### src/hw/rtl/obd_pkg.sv
package obd_pkg;

  localparam logic [1:0] ACT_SEND  = 2'd0;
  localparam logic [1:0] ACT_FRAME = 2'd1;
  localparam logic [1:0] ACT_TICK  = 2'd2;

  localparam logic [2:0] STAT_SENT      = 3'd0;
  localparam logic [2:0] STAT_BUSY      = 3'd1;
  localparam logic [2:0] STAT_SEND_FAIL = 3'd2;
  localparam logic [2:0] STAT_MATCHED   = 3'd3;
  localparam logic [2:0] STAT_IGNORED   = 3'd4;
  localparam logic [2:0] STAT_TIMED_OUT = 3'd5;
  localparam logic [2:0] STAT_IDLE_TICK = 3'd6;

  localparam logic [1:0] CFG_REQUEST_ID    = 2'd0;
  localparam logic [1:0] CFG_RESPONSE_BASE = 2'd1;
  localparam logic [1:0] CFG_TIMEOUT_TICKS = 2'd2;

  localparam logic [10:0] REQUEST_ID_RST    = 11'd2015;
  localparam logic [10:0] RESPONSE_BASE_RST = 11'd2024;
  localparam logic [15:0] TIMEOUT_TICKS_RST = 16'd1000;

  localparam logic [7:0]  REQ_LEN_BYTE = 8'h02;
  localparam logic [7:0]  PAD_BYTE     = 8'hCC;
  localparam logic [8:0]  RSP_MODE_OFS = 9'h040;
  localparam logic [11:0] ID_SPAN      = 12'd7;
  localparam logic [3:0]  MIN_RSP_LEN  = 4'd3;
  localparam logic [7:0]  RSP_HDR_LEN  = 8'd2;
  localparam logic [2:0]  MAX_DATA     = 3'd5;
  localparam logic [16:0] ELAPSED_MAX  = 17'h1FFFF;

  typedef struct packed {
    logic       match;
    logic [2:0] count;
  } rsp_chk_t;

endpackage

### src/hw/rtl/obd_cfg_if.sv
interface obd_cfg_if;
  logic        valid;
  logic        ready;
  logic [1:0]  index;
  logic [15:0] data;

  modport source (output valid, output index, output data, input ready);
  modport sink (input valid, input index, input data, output ready);
endinterface

### src/hw/rtl/obd_req_if.sv
interface obd_req_if;
  logic        valid;
  logic        ready;
  logic [1:0]  action;
  logic [7:0]  mode;
  logic [7:0]  pid;
  logic        with_callback;
  logic        send_ok;
  logic [10:0] frame_id;
  logic [3:0]  frame_len;
  logic [63:0] frame_data;

  modport source (output valid, output action, output mode, output pid, output with_callback,
                  output send_ok, output frame_id, output frame_len, output frame_data,
                  input ready);
  modport sink (input valid, input action, input mode, input pid, input with_callback,
                input send_ok, input frame_id, input frame_len, input frame_data,
                output ready);
endinterface

### src/hw/rtl/obd_res_if.sv
interface obd_res_if;
  logic        valid;
  logic        ready;
  logic [2:0]  status;
  logic        tx_valid;
  logic [10:0] tx_id;
  logic [63:0] tx_data;
  logic        deliver;
  logic [2:0]  data_count;
  logic [39:0] data_bytes;

  modport source (output valid, output status, output tx_valid, output tx_id, output tx_data,
                  output deliver, output data_count, output data_bytes, input ready);
  modport sink (input valid, input status, input tx_valid, input tx_id, input tx_data,
                input deliver, input data_count, input data_bytes, output ready);
endinterface

### src/hw/rtl/obd_rsp_check.sv
module obd_rsp_check (
  input  logic [10:0]      frame_id,
  input  logic [3:0]       frame_len,
  input  logic [23:0]      frame_head,
  input  logic [10:0]      response_base,
  input  logic             waiting,
  input  logic [7:0]       pending_mode,
  input  logic [7:0]       pending_pid,
  output obd_pkg::rsp_chk_t chk
);

  logic [11:0] id_hi;
  logic        id_ok;
  logic [8:0]  mode_exp;
  logic [7:0]  cnt_raw;

  assign id_hi    = {1'b0, response_base} + obd_pkg::ID_SPAN;
  assign id_ok    = (frame_id >= response_base) && ({1'b0, frame_id} <= id_hi);
  assign mode_exp = {1'b0, pending_mode} + obd_pkg::RSP_MODE_OFS;
  assign cnt_raw  = frame_head[7:0] - obd_pkg::RSP_HDR_LEN;

  always_comb begin
    chk.match = id_ok && waiting && (frame_len >= obd_pkg::MIN_RSP_LEN) &&
                ({1'b0, frame_head[15:8]} == mode_exp) && (frame_head[23:16] == pending_pid);
    if (cnt_raw > {5'd0, obd_pkg::MAX_DATA}) begin
      chk.count = obd_pkg::MAX_DATA;
    end else begin
      chk.count = cnt_raw[2:0];
    end
  end

endmodule

### src/hw/rtl/obd_pid_request_tracker.sv
// The result of an input transfer is registered in the output register.
// Throughput: one item per cycle unless stalled; each is decided in the cycle taken.
// Input ready follows the output register (free or being drained this cycle).
// Reset (rst, synchronous, active high) restores the register defaults, drops any
// outstanding request, clears the elapsed count and clears all 256 callback marks.
module obd_pid_request_tracker (
  input  logic      clk,
  input  logic      rst,
  obd_cfg_if.sink   cfg,
  obd_req_if.sink   req,
  obd_res_if.source res
);

  logic [10:0]  request_id;
  logic [10:0]  response_base;
  logic [15:0]  timeout_ticks;

  logic         waiting, waiting_next;
  logic [7:0]   pending_mode, pending_mode_next;
  logic [7:0]   pending_pid, pending_pid_next;
  logic         pending_marked, pending_marked_next;
  logic [16:0]  elapsed, elapsed_next;
  logic [255:0] cb_map;
  logic         mark_set;

  logic         out_valid;
  logic [2:0]   status, status_next;
  logic         tx_valid, tx_valid_next;
  logic [10:0]  tx_id, tx_id_next;
  logic [63:0]  tx_data, tx_data_next;
  logic         deliver, deliver_next;
  logic [2:0]   data_count, data_count_next;
  logic [39:0]  data_bytes, data_bytes_next;

  logic         accept;
  logic [16:0]  elapsed_inc;
  obd_pkg::rsp_chk_t chk;

  assign cfg.ready = 1'b1;
  assign req.ready = !out_valid || res.ready;
  assign accept    = req.valid && req.ready;

  assign res.valid      = out_valid;
  assign res.status     = status;
  assign res.tx_valid   = tx_valid;
  assign res.tx_id      = tx_id;
  assign res.tx_data    = tx_data;
  assign res.deliver    = deliver;
  assign res.data_count = data_count;
  assign res.data_bytes = data_bytes;

  obd_rsp_check u_rsp_check (
    .frame_id      (req.frame_id),
    .frame_len     (req.frame_len),
    .frame_head    (req.frame_data[23:0]),
    .response_base (response_base),
    .waiting       (waiting),
    .pending_mode  (pending_mode),
    .pending_pid   (pending_pid),
    .chk           (chk)
  );

  assign elapsed_inc = (elapsed == obd_pkg::ELAPSED_MAX) ? elapsed : elapsed + 17'd1;

  always_comb begin
    waiting_next        = waiting;
    pending_mode_next   = pending_mode;
    pending_pid_next    = pending_pid;
    pending_marked_next = pending_marked;
    elapsed_next        = elapsed;
    mark_set            = 1'b0;
    status_next         = obd_pkg::STAT_IDLE_TICK;
    tx_valid_next       = 1'b0;
    tx_id_next          = '0;
    tx_data_next        = '0;
    deliver_next        = 1'b0;
    data_count_next     = '0;
    data_bytes_next     = '0;
    case (req.action)
      obd_pkg::ACT_SEND: begin
        if (waiting) begin
          status_next = obd_pkg::STAT_BUSY;
        end else begin
          mark_set      = req.with_callback;
          tx_valid_next = 1'b1;
          tx_id_next    = request_id;
          tx_data_next  = {{5{obd_pkg::PAD_BYTE}}, req.pid, req.mode, obd_pkg::REQ_LEN_BYTE};
          if (req.send_ok) begin
            waiting_next        = 1'b1;
            pending_mode_next   = req.mode;
            pending_pid_next    = req.pid;
            pending_marked_next = cb_map[req.pid] || req.with_callback;
            elapsed_next        = '0;
            status_next         = obd_pkg::STAT_SENT;
          end else begin
            status_next = obd_pkg::STAT_SEND_FAIL;
          end
        end
      end
      obd_pkg::ACT_FRAME: begin
        if (chk.match) begin
          deliver_next    = pending_marked;
          data_count_next = chk.count;
          data_bytes_next = req.frame_data[63:24];
          waiting_next    = 1'b0;
          status_next     = obd_pkg::STAT_MATCHED;
        end else begin
          status_next = obd_pkg::STAT_IGNORED;
        end
      end
      obd_pkg::ACT_TICK: begin
        elapsed_next = elapsed_inc;
        if (waiting && (elapsed_inc > {1'b0, timeout_ticks})) begin
          waiting_next = 1'b0;
          status_next  = obd_pkg::STAT_TIMED_OUT;
        end
      end
      default: begin
        status_next = obd_pkg::STAT_IDLE_TICK;
      end
    endcase
  end

  always_ff @(posedge clk) begin
    if (rst) begin
      request_id    <= obd_pkg::REQUEST_ID_RST;
      response_base <= obd_pkg::RESPONSE_BASE_RST;
      timeout_ticks <= obd_pkg::TIMEOUT_TICKS_RST;
    end else if (cfg.valid) begin
      case (cfg.index)
        obd_pkg::CFG_REQUEST_ID:    request_id    <= cfg.data[10:0];
        obd_pkg::CFG_RESPONSE_BASE: response_base <= cfg.data[10:0];
        obd_pkg::CFG_TIMEOUT_TICKS: timeout_ticks <= cfg.data;
        default: begin
        end
      endcase
    end
  end

  always_ff @(posedge clk) begin
    if (rst) begin
      waiting        <= 1'b0;
      pending_mode   <= '0;
      pending_pid    <= '0;
      pending_marked <= 1'b0;
      elapsed        <= '0;
      cb_map         <= '0;
    end else if (accept) begin
      waiting        <= waiting_next;
      pending_mode   <= pending_mode_next;
      pending_pid    <= pending_pid_next;
      pending_marked <= pending_marked_next;
      elapsed        <= elapsed_next;
      if (mark_set) begin
        cb_map[req.pid] <= 1'b1;
      end
    end
  end

  always_ff @(posedge clk) begin
    if (rst) begin
      out_valid <= 1'b0;
    end else if (accept) begin
      out_valid <= 1'b1;
    end else if (res.ready) begin
      out_valid <= 1'b0;
    end
  end

  always_ff @(posedge clk) begin
    if (accept) begin
      status     <= status_next;
      tx_valid   <= tx_valid_next;
      tx_id      <= tx_id_next;
      tx_data    <= tx_data_next;
      deliver    <= deliver_next;
      data_count <= data_count_next;
      data_bytes <= data_bytes_next;
    end
  end

endmodule

### src/flat_wrapper.sv
// flat-port wrapper written by rule: the top's interface ports become plain ports
module obd_pid_request_tracker_flat 
  (clk, rst, cfg_valid, cfg_index, cfg_data, cfg_ready, req_valid, req_action, req_mode, req_pid, req_with_callback, req_send_ok, req_frame_id, req_frame_len, req_frame_data, req_ready, res_valid, res_status, res_tx_valid, res_tx_id, res_tx_data, res_deliver, res_data_count, res_data_bytes, res_ready);
  obd_cfg_if cfg_i ();
  obd_req_if req_i ();
  obd_res_if res_i ();
  input  logic clk;
  input  logic rst;
  input wire logic [$bits(cfg_i.valid)-1:0] cfg_valid;
  input wire logic [$bits(cfg_i.index)-1:0] cfg_index;
  input wire logic [$bits(cfg_i.data)-1:0] cfg_data;
  output wire logic [$bits(cfg_i.ready)-1:0] cfg_ready;
  input wire logic [$bits(req_i.valid)-1:0] req_valid;
  input wire logic [$bits(req_i.action)-1:0] req_action;
  input wire logic [$bits(req_i.mode)-1:0] req_mode;
  input wire logic [$bits(req_i.pid)-1:0] req_pid;
  input wire logic [$bits(req_i.with_callback)-1:0] req_with_callback;
  input wire logic [$bits(req_i.send_ok)-1:0] req_send_ok;
  input wire logic [$bits(req_i.frame_id)-1:0] req_frame_id;
  input wire logic [$bits(req_i.frame_len)-1:0] req_frame_len;
  input wire logic [$bits(req_i.frame_data)-1:0] req_frame_data;
  output wire logic [$bits(req_i.ready)-1:0] req_ready;
  output wire logic [$bits(res_i.valid)-1:0] res_valid;
  output wire logic [$bits(res_i.status)-1:0] res_status;
  output wire logic [$bits(res_i.tx_valid)-1:0] res_tx_valid;
  output wire logic [$bits(res_i.tx_id)-1:0] res_tx_id;
  output wire logic [$bits(res_i.tx_data)-1:0] res_tx_data;
  output wire logic [$bits(res_i.deliver)-1:0] res_deliver;
  output wire logic [$bits(res_i.data_count)-1:0] res_data_count;
  output wire logic [$bits(res_i.data_bytes)-1:0] res_data_bytes;
  input wire logic [$bits(res_i.ready)-1:0] res_ready;
  assign cfg_i.valid = cfg_valid;
  assign cfg_i.index = cfg_index;
  assign cfg_i.data = cfg_data;
  assign cfg_ready = cfg_i.ready;
  assign req_i.valid = req_valid;
  assign req_i.action = req_action;
  assign req_i.mode = req_mode;
  assign req_i.pid = req_pid;
  assign req_i.with_callback = req_with_callback;
  assign req_i.send_ok = req_send_ok;
  assign req_i.frame_id = req_frame_id;
  assign req_i.frame_len = req_frame_len;
  assign req_i.frame_data = req_frame_data;
  assign req_ready = req_i.ready;
  assign res_valid = res_i.valid;
  assign res_status = res_i.status;
  assign res_tx_valid = res_i.tx_valid;
  assign res_tx_id = res_i.tx_id;
  assign res_tx_data = res_i.tx_data;
  assign res_deliver = res_i.deliver;
  assign res_data_count = res_i.data_count;
  assign res_data_bytes = res_i.data_bytes;
  assign res_i.ready = res_ready;
  obd_pid_request_tracker u_core (.clk(clk), .rst(rst), .cfg(cfg_i), .req(req_i), .res(res_i));
endmodule
### config.mk
export PLATFORM = sky130hd
export DESIGN_NAME = obd_pid_request_tracker_flat
export DESIGN_NICKNAME = d
export VERILOG_FILES = /design/src/hw/rtl/obd_pkg.sv /design/src/hw/rtl/obd_cfg_if.sv /design/src/hw/rtl/obd_req_if.sv /design/src/hw/rtl/obd_res_if.sv /design/src/hw/rtl/obd_rsp_check.sv /design/src/hw/rtl/obd_pid_request_tracker.sv /design/src/flat_wrapper.sv
export SDC_FILE = /design/constraint.sdc
export NUM_CORES = 1
export LEC_CHECK = 0
export ABC_AREA = 1
export BUFFER_PORTS_ARGS = -buffer_cell sky130_fd_sc_hd__buf_2
export CAP_MARGIN = 20
export CORE_ASPECT_RATIO = 0.9
export CORE_MARGIN = 3
export CORE_UTILIZATION = 31
export DETAILED_ROUTE_END_ITERATION = 12
export PLACE_DENSITY = 0.61
export RECOVER_POWER = 50
export SETUP_SLACK_MARGIN = 0.02
export SYNTH_ARGS = -nofsm -noshare
export SYNTH_HDL_FRONTEND = slang
export SYNTH_SLANG_ARGS = --single-unit
export TNS_END_PERCENT = 1
### constraint.sdc
create_clock -name clk -period 2.8 [get_ports clk]
set_input_delay 0.56 -clock clk [delete_from_list [all_inputs] [get_ports clk]]
set_output_delay 0.56 -clock clk [all_outputs]
set_load 0.005 [all_outputs]
Yosys cells after proc, flatten, opt, wreduce, memory -nomap -nowiden
Cells that the tools add are included.
{ "word_totals": {"inputBits": 122, "wordCells": 97, "register_bits": 453, "output_inout_bits": 126} }
{ "classes": {"magnitude_cmp": 7, "muxes": 25, "n_eq_ne": 11, "n_bitwise": 5, "addsub": 4, "n_reduce_logical": 26} }
{ "op_table": {"columns": ["cell", "n"], "rows": [
  ["bitwise OR 256 bit", 1],
  ["two-way mux 64 bit", 1],
  ["two-way mux 17 bit", 3],
  ["one-hot mux 17 bit (2 select lines)", 1],
  ["adder 17 x 1 -> 17 bit, second input constant", 1],
  ["equality test 17 bit, second input constant", 1],
  ["> comparator 17 x 16 -> 1 bit", 1],
  ["adder 11 x 3 -> 12 bit, second input constant", 1],
  ["less-or-equal comparator 11 x 12 -> 1 bit", 1],
  ["AND reduction 4 bit", 3],
  ["greater-or-equal comparator 11 bit", 1],
  ["two-way mux 1 bit", 11],
  ["AND reduction 2 bit", 5],
  ["adder 8 x 7 -> 9 bit, second input constant", 1],
  ["equality test 8 x 9 -> 1 bit", 1],
  ["< comparator 8 x 9 -> 1 bit, second input constant", 1],
  ["two-way mux 3 bit", 3],
  ["one-hot mux 3 bit (3 select lines)", 1],
  ["binary-select mux 1 bit (select 8 bit)", 1],
  ["demux 1 bit (select 8 bit)", 1],
  ["equality test 8 bit", 1],
  ["greater-or-equal comparator 8 x 1 -> 1 bit, second input constant", 1],
  ["> comparator 8 x 3 -> 1 bit, second input constant", 1],
  ["logical AND 1 bit", 8],
  ["other kinds (16)", 27]
]} }

Longest topological paths before layout
{ "depth": {"ltp_word": 9, "ltp_mapped": 23, "ltp_nobuf": 23} }

Cells and area by module
From an unflattened synthesis, not the netlist that was laid out.
{ "unflattened": {"cells_unflattened": 2565, "hier_area_um2": 18966.9} }
{ "modules_own_cells": {"columns": ["mod", "area_per_inst_um2", "cells_each", "seq_area_each_um2", "instances"], "rows": [
  ["obd_pid_request_tracker", 17789.6, 2350, 8858.5, 1],
  ["obd_rsp_check", 1177.4, 215, 0.0, 1]
]} }

Worst setup path before layout
OpenSTA, ideal clock, no wires.
{ "synth_path": {"kind": "register to register", "from": "register u_core.response_base[0]", "to": "register u_core.data_bytes[18], in the netlist u_core.res.data_bytes[18], data pin", "path_buffers": 1, "period_less_slack_ns": 2.995, "path_stages_with_launch": 17, "t_required_ns": 2.535, "path_slack_ns": -0.195, "arrival_ns": 2.730, "setup_ns": 0.265, "path_cell_list": "dfxtp_1 > inv_1 > ha_1 > a21oi_1 > nand2_1 > nor3_1 > nand3_1 > xor2_1 > ha_1 > nand3_1 > nor3b_1 > nand2_1 > nand3b_1 > nand3_1 > nand4_2 > clkbuf_1 > nor2_1"} }
{ "synth_via": {"elab_chain_len": 8, "elab_cells_between_ends": 9, "cone_classes": "add/sub (1); order compare (2); reduce/logical (6)"} }
{ "synth_rtl": {"columns": ["item", "line_no", "rtl"], "rows": [
  ["start, declared", "obd_pid_request_tracker.sv:15", "logic [10:0] response_base;"],
  ["start signal, assigned", "obd_pid_request_tracker.sv:127", "response_base <= obd_pkg::RESPONSE_BASE_RST;"],
  ["start signal, assigned", "obd_pid_request_tracker.sv:132", "obd_pkg::CFG_RESPONSE_BASE: response_base <= cfg.data[10:0];"],
  ["adder 11 x 3 -> 12 bit", "obd_rsp_check.sv:17", "assign id_hi = {1'b0, response_base} + obd_pkg::ID_SPAN;"],
  ["less-or-equal comparator 11 x 12 -> 1 bit", "obd_rsp_check.sv:18", "assign id_ok = (frame_id >= response_base) && ({1'b0, frame_id} <= id_hi);"],
  ["logical AND 1 bit (*)", "obd_rsp_check.sv:18", null],
  ["logical AND 1 bit (*) (3 in a row)", "obd_rsp_check.sv:23", "chk.match = id_ok && waiting && (frame_len >= obd_pkg::MIN_RSP_LEN) &&"],
  ["logical AND 1 bit (*)", "obd_rsp_check.sv:24", "({1'b0, frame_head[15:8]} == mode_exp) && (frame_head[23:16] == pending_pid);"],
  ["AND reduction 2 bit (no source line) (*)", null, null],
  ["end signal, assigned", "obd_pid_request_tracker.sv:178", "data_bytes <= data_bytes_next;"],
  ["end, declared", "obd_pid_request_tracker.sv:33", "logic [39:0] data_bytes, data_bytes_next;"]
]} }
Every way passes the cells marked *; elsewhere a longest branch is shown, timed or not.
A chain may end at the register's enable or synchronous reset.

Worst setup path in the final report
{ "layout_path": {"from": "register u_core.response_base[1]", "to": "register u_core.status[1], in the netlist u_core.res.status[1], data pin"} }
{ "layout_via": {"elab_chain_len": 9, "elab_cells_between_ends": 10, "cone_classes": "add/sub (1); order compare (2); mux (2); reduce/logical (5)"} }
{ "layout_rtl": {"columns": ["item", "line_no", "rtl"], "rows": [
  ["adder 11 x 3 -> 12 bit", "obd_rsp_check.sv:17", null],
  ["less-or-equal comparator 11 x 12 -> 1 bit", "obd_rsp_check.sv:18", null],
  ["logical AND 1 bit (*)", "obd_rsp_check.sv:18", null],
  ["logical AND 1 bit (*) (3 in a row)", "obd_rsp_check.sv:23", null],
  ["logical AND 1 bit (*)", "obd_rsp_check.sv:24", null],
  ["two-way mux 3 bit (*)", "obd_pid_request_tracker.sv:101", "if (chk.match) begin"],
  ["one-hot mux 3 bit (3 select lines) (*)", "obd_pid_request_tracker.sv:79", "case (req.action)"],
  ["named net u_core.status_next[1]", "obd_pid_request_tracker.sv:27", "logic [2:0] status, status_next;"],
  ["end signal, assigned", "obd_pid_request_tracker.sv:172", "status <= status_next;"],
  ["end, declared", "obd_pid_request_tracker.sv:27", null]
]} }
The timed path passes the listed nets; every way through them passes the cells marked *.

==> impl_metrics.py <==
metrics = {
    "global_routing": {
        "grt_pass1_wl_um": 83800,
        "grt_usage_pct": 17.0,
        "grt_max_degree": 206,
        "first_global_vias": 15500,
        "antenna_found_initial": 4,
        "grt_overflow": 0,
    },
    "placed_design": {
        "gp_congestion": 0.879,
        "pre_cts_slack_ns": -0.274,
        "dp_hpwl_um": 37100,
        "place_area_um2": 20300,
        "portBuffers": 219,
    },
    "synth": {
        "synth_common_cells": "366 x nor2_1, 330 x dfxtp_1, 318 x nand2_1",
        "syn_area_per_cell_um2": 8.01,
        "synthArstFlopShare_pct": 0,
        "yosys-top-cells-area": "dfxtp_1 37%, edfxtp_1 12%, nor2_1 7.6%",
        "yosys_warnings": 0,
        "synth_top_cell_by_area": "dfxtp_1",
        "synthCells": 2258,
        "synth_top_area_share_pct": 36.5,
        "synth_most_common_cell": "nor2_1",
        "yosys_register_bits": 405,
        "synthFlopType": "dfxtp_1",
        "synthDistinctLibCells": 42,
        "syn_area_um2": 18100,
        "synth_edf_count": 75,
        "ys_seq_area_share_pct": 49.0,
    },
    "worst_hold_path": {
        "holdCritPathClass": "input pin to flip-flop",
        "hold_path.startpoint": "req_mode[0]",
    },
    "timing": {
        "clock.fmax_mhz": 338,
        "setup_slack_ns": -0.155,
        "post-route-period-util_pct": 106,
        "worst_clock_skew_ns": 0.0125,
        "max_slew_margin_pct": -51.1,
        "drv_slew": 236,
        "setup_viol": 41,
        "rsz0062_at_grt": "true",
        "tightest_slew_ns": 2.27,
        "hold_viol": 0,
        "period_minus_slack_ns": 2.95,
    },
    "drt": {
        "m1WireLength_um": 24000,
        "drc_errors": 0,
        "first_iter_violations": 1336,
        "num_vias": 16300,
        "highest_layer": "met5",
        "via_per_inst": 4.96,
        "drt_wl_total_um": 54800,
        "wl_met3_um": 4430,
        "wl_per_cell_um": 16.7,
        "dr.pass1.iters": 7,
        "ant_nets": 0,
        "wl_met2_um": 25100,
    },
    "floorplan": {
        "rows": 83,
        "start_util_pct": 31.5,
        "die-area_um2": 61300,
        "pin_count": 248,
        "fp.dieH_um": 235,
        "core_area_um2": 57300,
        "die_x_um": 261,
    },
    "pwr": {
        "p_total_uw": 12900,
        "p_leak_uw": 0.00928,
        "peakVddDrop_mv": 0.428,
        "powerDensity_nw_per_um2": 585,
    },
    "cts": {
        "cts_tree": "yes",
        "clk_latency_ns": 0.57,
        "numCtsBuffers": 44,
        "ctsHoldBuffers": 0,
        "cts.reportedPaths.clkPinSlew_ns": 0.06,
        "clockBufferDepth": 3,
        "htreeDepth": 2,
        "clock_sinks": 405,
        "cts-root-buf": "clkbuf_16",
    },
    "run": {
        "cap_violations": 2,
    },
    "finish": {
        "postLayoutCellArea_um2": 22000,
        "nNetsFinal": 2658,
        "area_delta_synth_final_pct": 21.5,
        "diodes": 0,
        "layout-drive-gt1-share_pct": 17.2,
    },
    "setup_path": {
        "startpoint": "u_core.response_base[1]",
        "critPathSlowestCell": "dfxtp_2",
        "cp_data_required_time_ns": 3.11,
        "reg2reg_slack_ns": -0.15,
        "arrival_ns": 3.26,
        "worstPathMaxFanout": 6,
        "worst_setup_path_end_kind": "flip-flop",
        "crit_top_cell": "nand3_2",
        "cp_num_buf_inv": 3,
        "path_cells": "inv_2, ha_4, a21oi_4, nand2_2, nor3_2, nand3_1, xor2_1, ha_1, nand3_2, nor3b_2, nand2_1, nand3b_1, nand3_2, nand4_4, buf_12, buf_6, o2111ai_2",
        "r2r-start": "u_core.response_base[1]",
        "max_stage_delay_ns": 0.34,
        "cp_top_family": "simple AND/OR/NAND/NOR gates",
        "crit_type": "flip-flop to flip-flop",
        "start_kind": "flip-flop",
    },
    "status": {
        "violations": "capacitance limit, slew limit, setup timing",
        "outcome": "complete, but fails checks",
    },
}
[repair_timing]
action	4_1_cts	5_1_grt
pin swaps	6	13
cloned	3	2
setup buffers	5	1
endpoints found under the setup margin	48	48
resized for setup	22	24
[sequential cells by signal, summed over array words and instances (netlist names)]
signal and count:
u_core.timeout_ticks 16, u_core.response_base 11, u_core.res.tx_data 17, u_core.res.valid 1
u_core.request_id 11, u_core.elapsed 17, u_core.res.data_count 3, u_core.res.status 3
u_core.waiting 1, u_core.pending_mode 8, u_core.pending_pid 8, u_core.res.tx_id 11
u_core.cb_map 256, u_core.res.deliver 1, u_core.pending_marked 1, u_core.res.data_bytes 40
[tightest hold or removal path: stages]
cell and delay, ns:
buf_2 0.10, inv_1 0.06, a21oi_1 0.06
[metal layers]
metal | track usage, % | up-vias
met5 | 0 | -
met4 | 4.90 | 8
met3 | 3.56 | 99
met2 | 27.8 | 612
met1 | 22.6 | 7682
li1 | - | 7902
[final cells by class]
class | count | area [µm²]
Sequential cell | 405 | 8860
Clock inverter | 17 | 158
Multi-Input combinational cell | 1455 | 7570
Inverter | 248 | 932
Tap cell | 765 | 957
Timing Repair Buffer | 336 | 2200
Clock buffer | 63 | 1290
Fill cell | 5877 | 35400
[power by group]
part / total, µW / internal (µW) / switching [µW]
Combinational: 968 / 310 / 657
Sequential: 6080 / 6040 / 41.2
Clock: 5810 / 3410 / 2400
Total: 12900 / 9760 / 3100
[final timing paths]
path                                 end  cells past startpoint
setup reg to reg    u_core.res.status[1]                     17
setup / recovery    u_core.res.status[1]                     17
hold reg to reg       u_core.cb_map[217]                      2
hold / removal    u_core.pending_mode[0]                      3
[stage by stage]
stage | setup TNS (ns) | hold WS [ns] | cells | utilization [%]
2_1_floorplan | -1.10 | 0.431 | 2284 | -
3_3_place_gp | -9.22 | 0.439 | 3192 | 35.3
3_5_place_dp | -11.72 | 0.445 | 3193 | 35.3
4_1_cts | -2.39 | 0.185 | 3281 | 38.2
5_1_grt | -11.75 | 0.260 | 3289 | 38.3
6_report | -5.10 | 0.270 | 3289 | 38.3
[kinds of logic after synthesis]
logic type / synth area share [%]
compound gates: 17.9
xor+xnor: 0.969
simple gates: 18.4
buf+inv: 10.5
fa+ha+maj: 3.18
mux: 0.0554
other cells: 0.0415
flops: 49.0
[cells in the final DEF (no fill, tap or decap), types with 3 or more instances in the layout]
cell type and count:
a21oi_1 257, a22oi_1 76, a31oi_1 82, buf_12 15
buf_16 3, buf_2 175, buf_4 86, buf_6 6
clkbuf_1 54, clkbuf_16 47, clkbuf_2 3, clkbuf_8 8
clkinv_2 9, conb_1 28, dfxtp_1 327, dfxtp_2 3
edfxtp_1 75, ha_1 44, inv_1 237, inv_2 10
nand2_1 316, nand2_2 4, nand3_1 56, nand3_2 3
nand4_1 13, nor2_1 354, nor2_2 19, nor2_4 4
nor3_1 7, nor3_2 8, nor3_4 9, o211ai_1 25
o21ai_0 74, o21ai_1 6, o21bai_1 5, o22ai_1 26
xnor2_1 7, xor2_1 13
(Power assumes the default switching activity.)
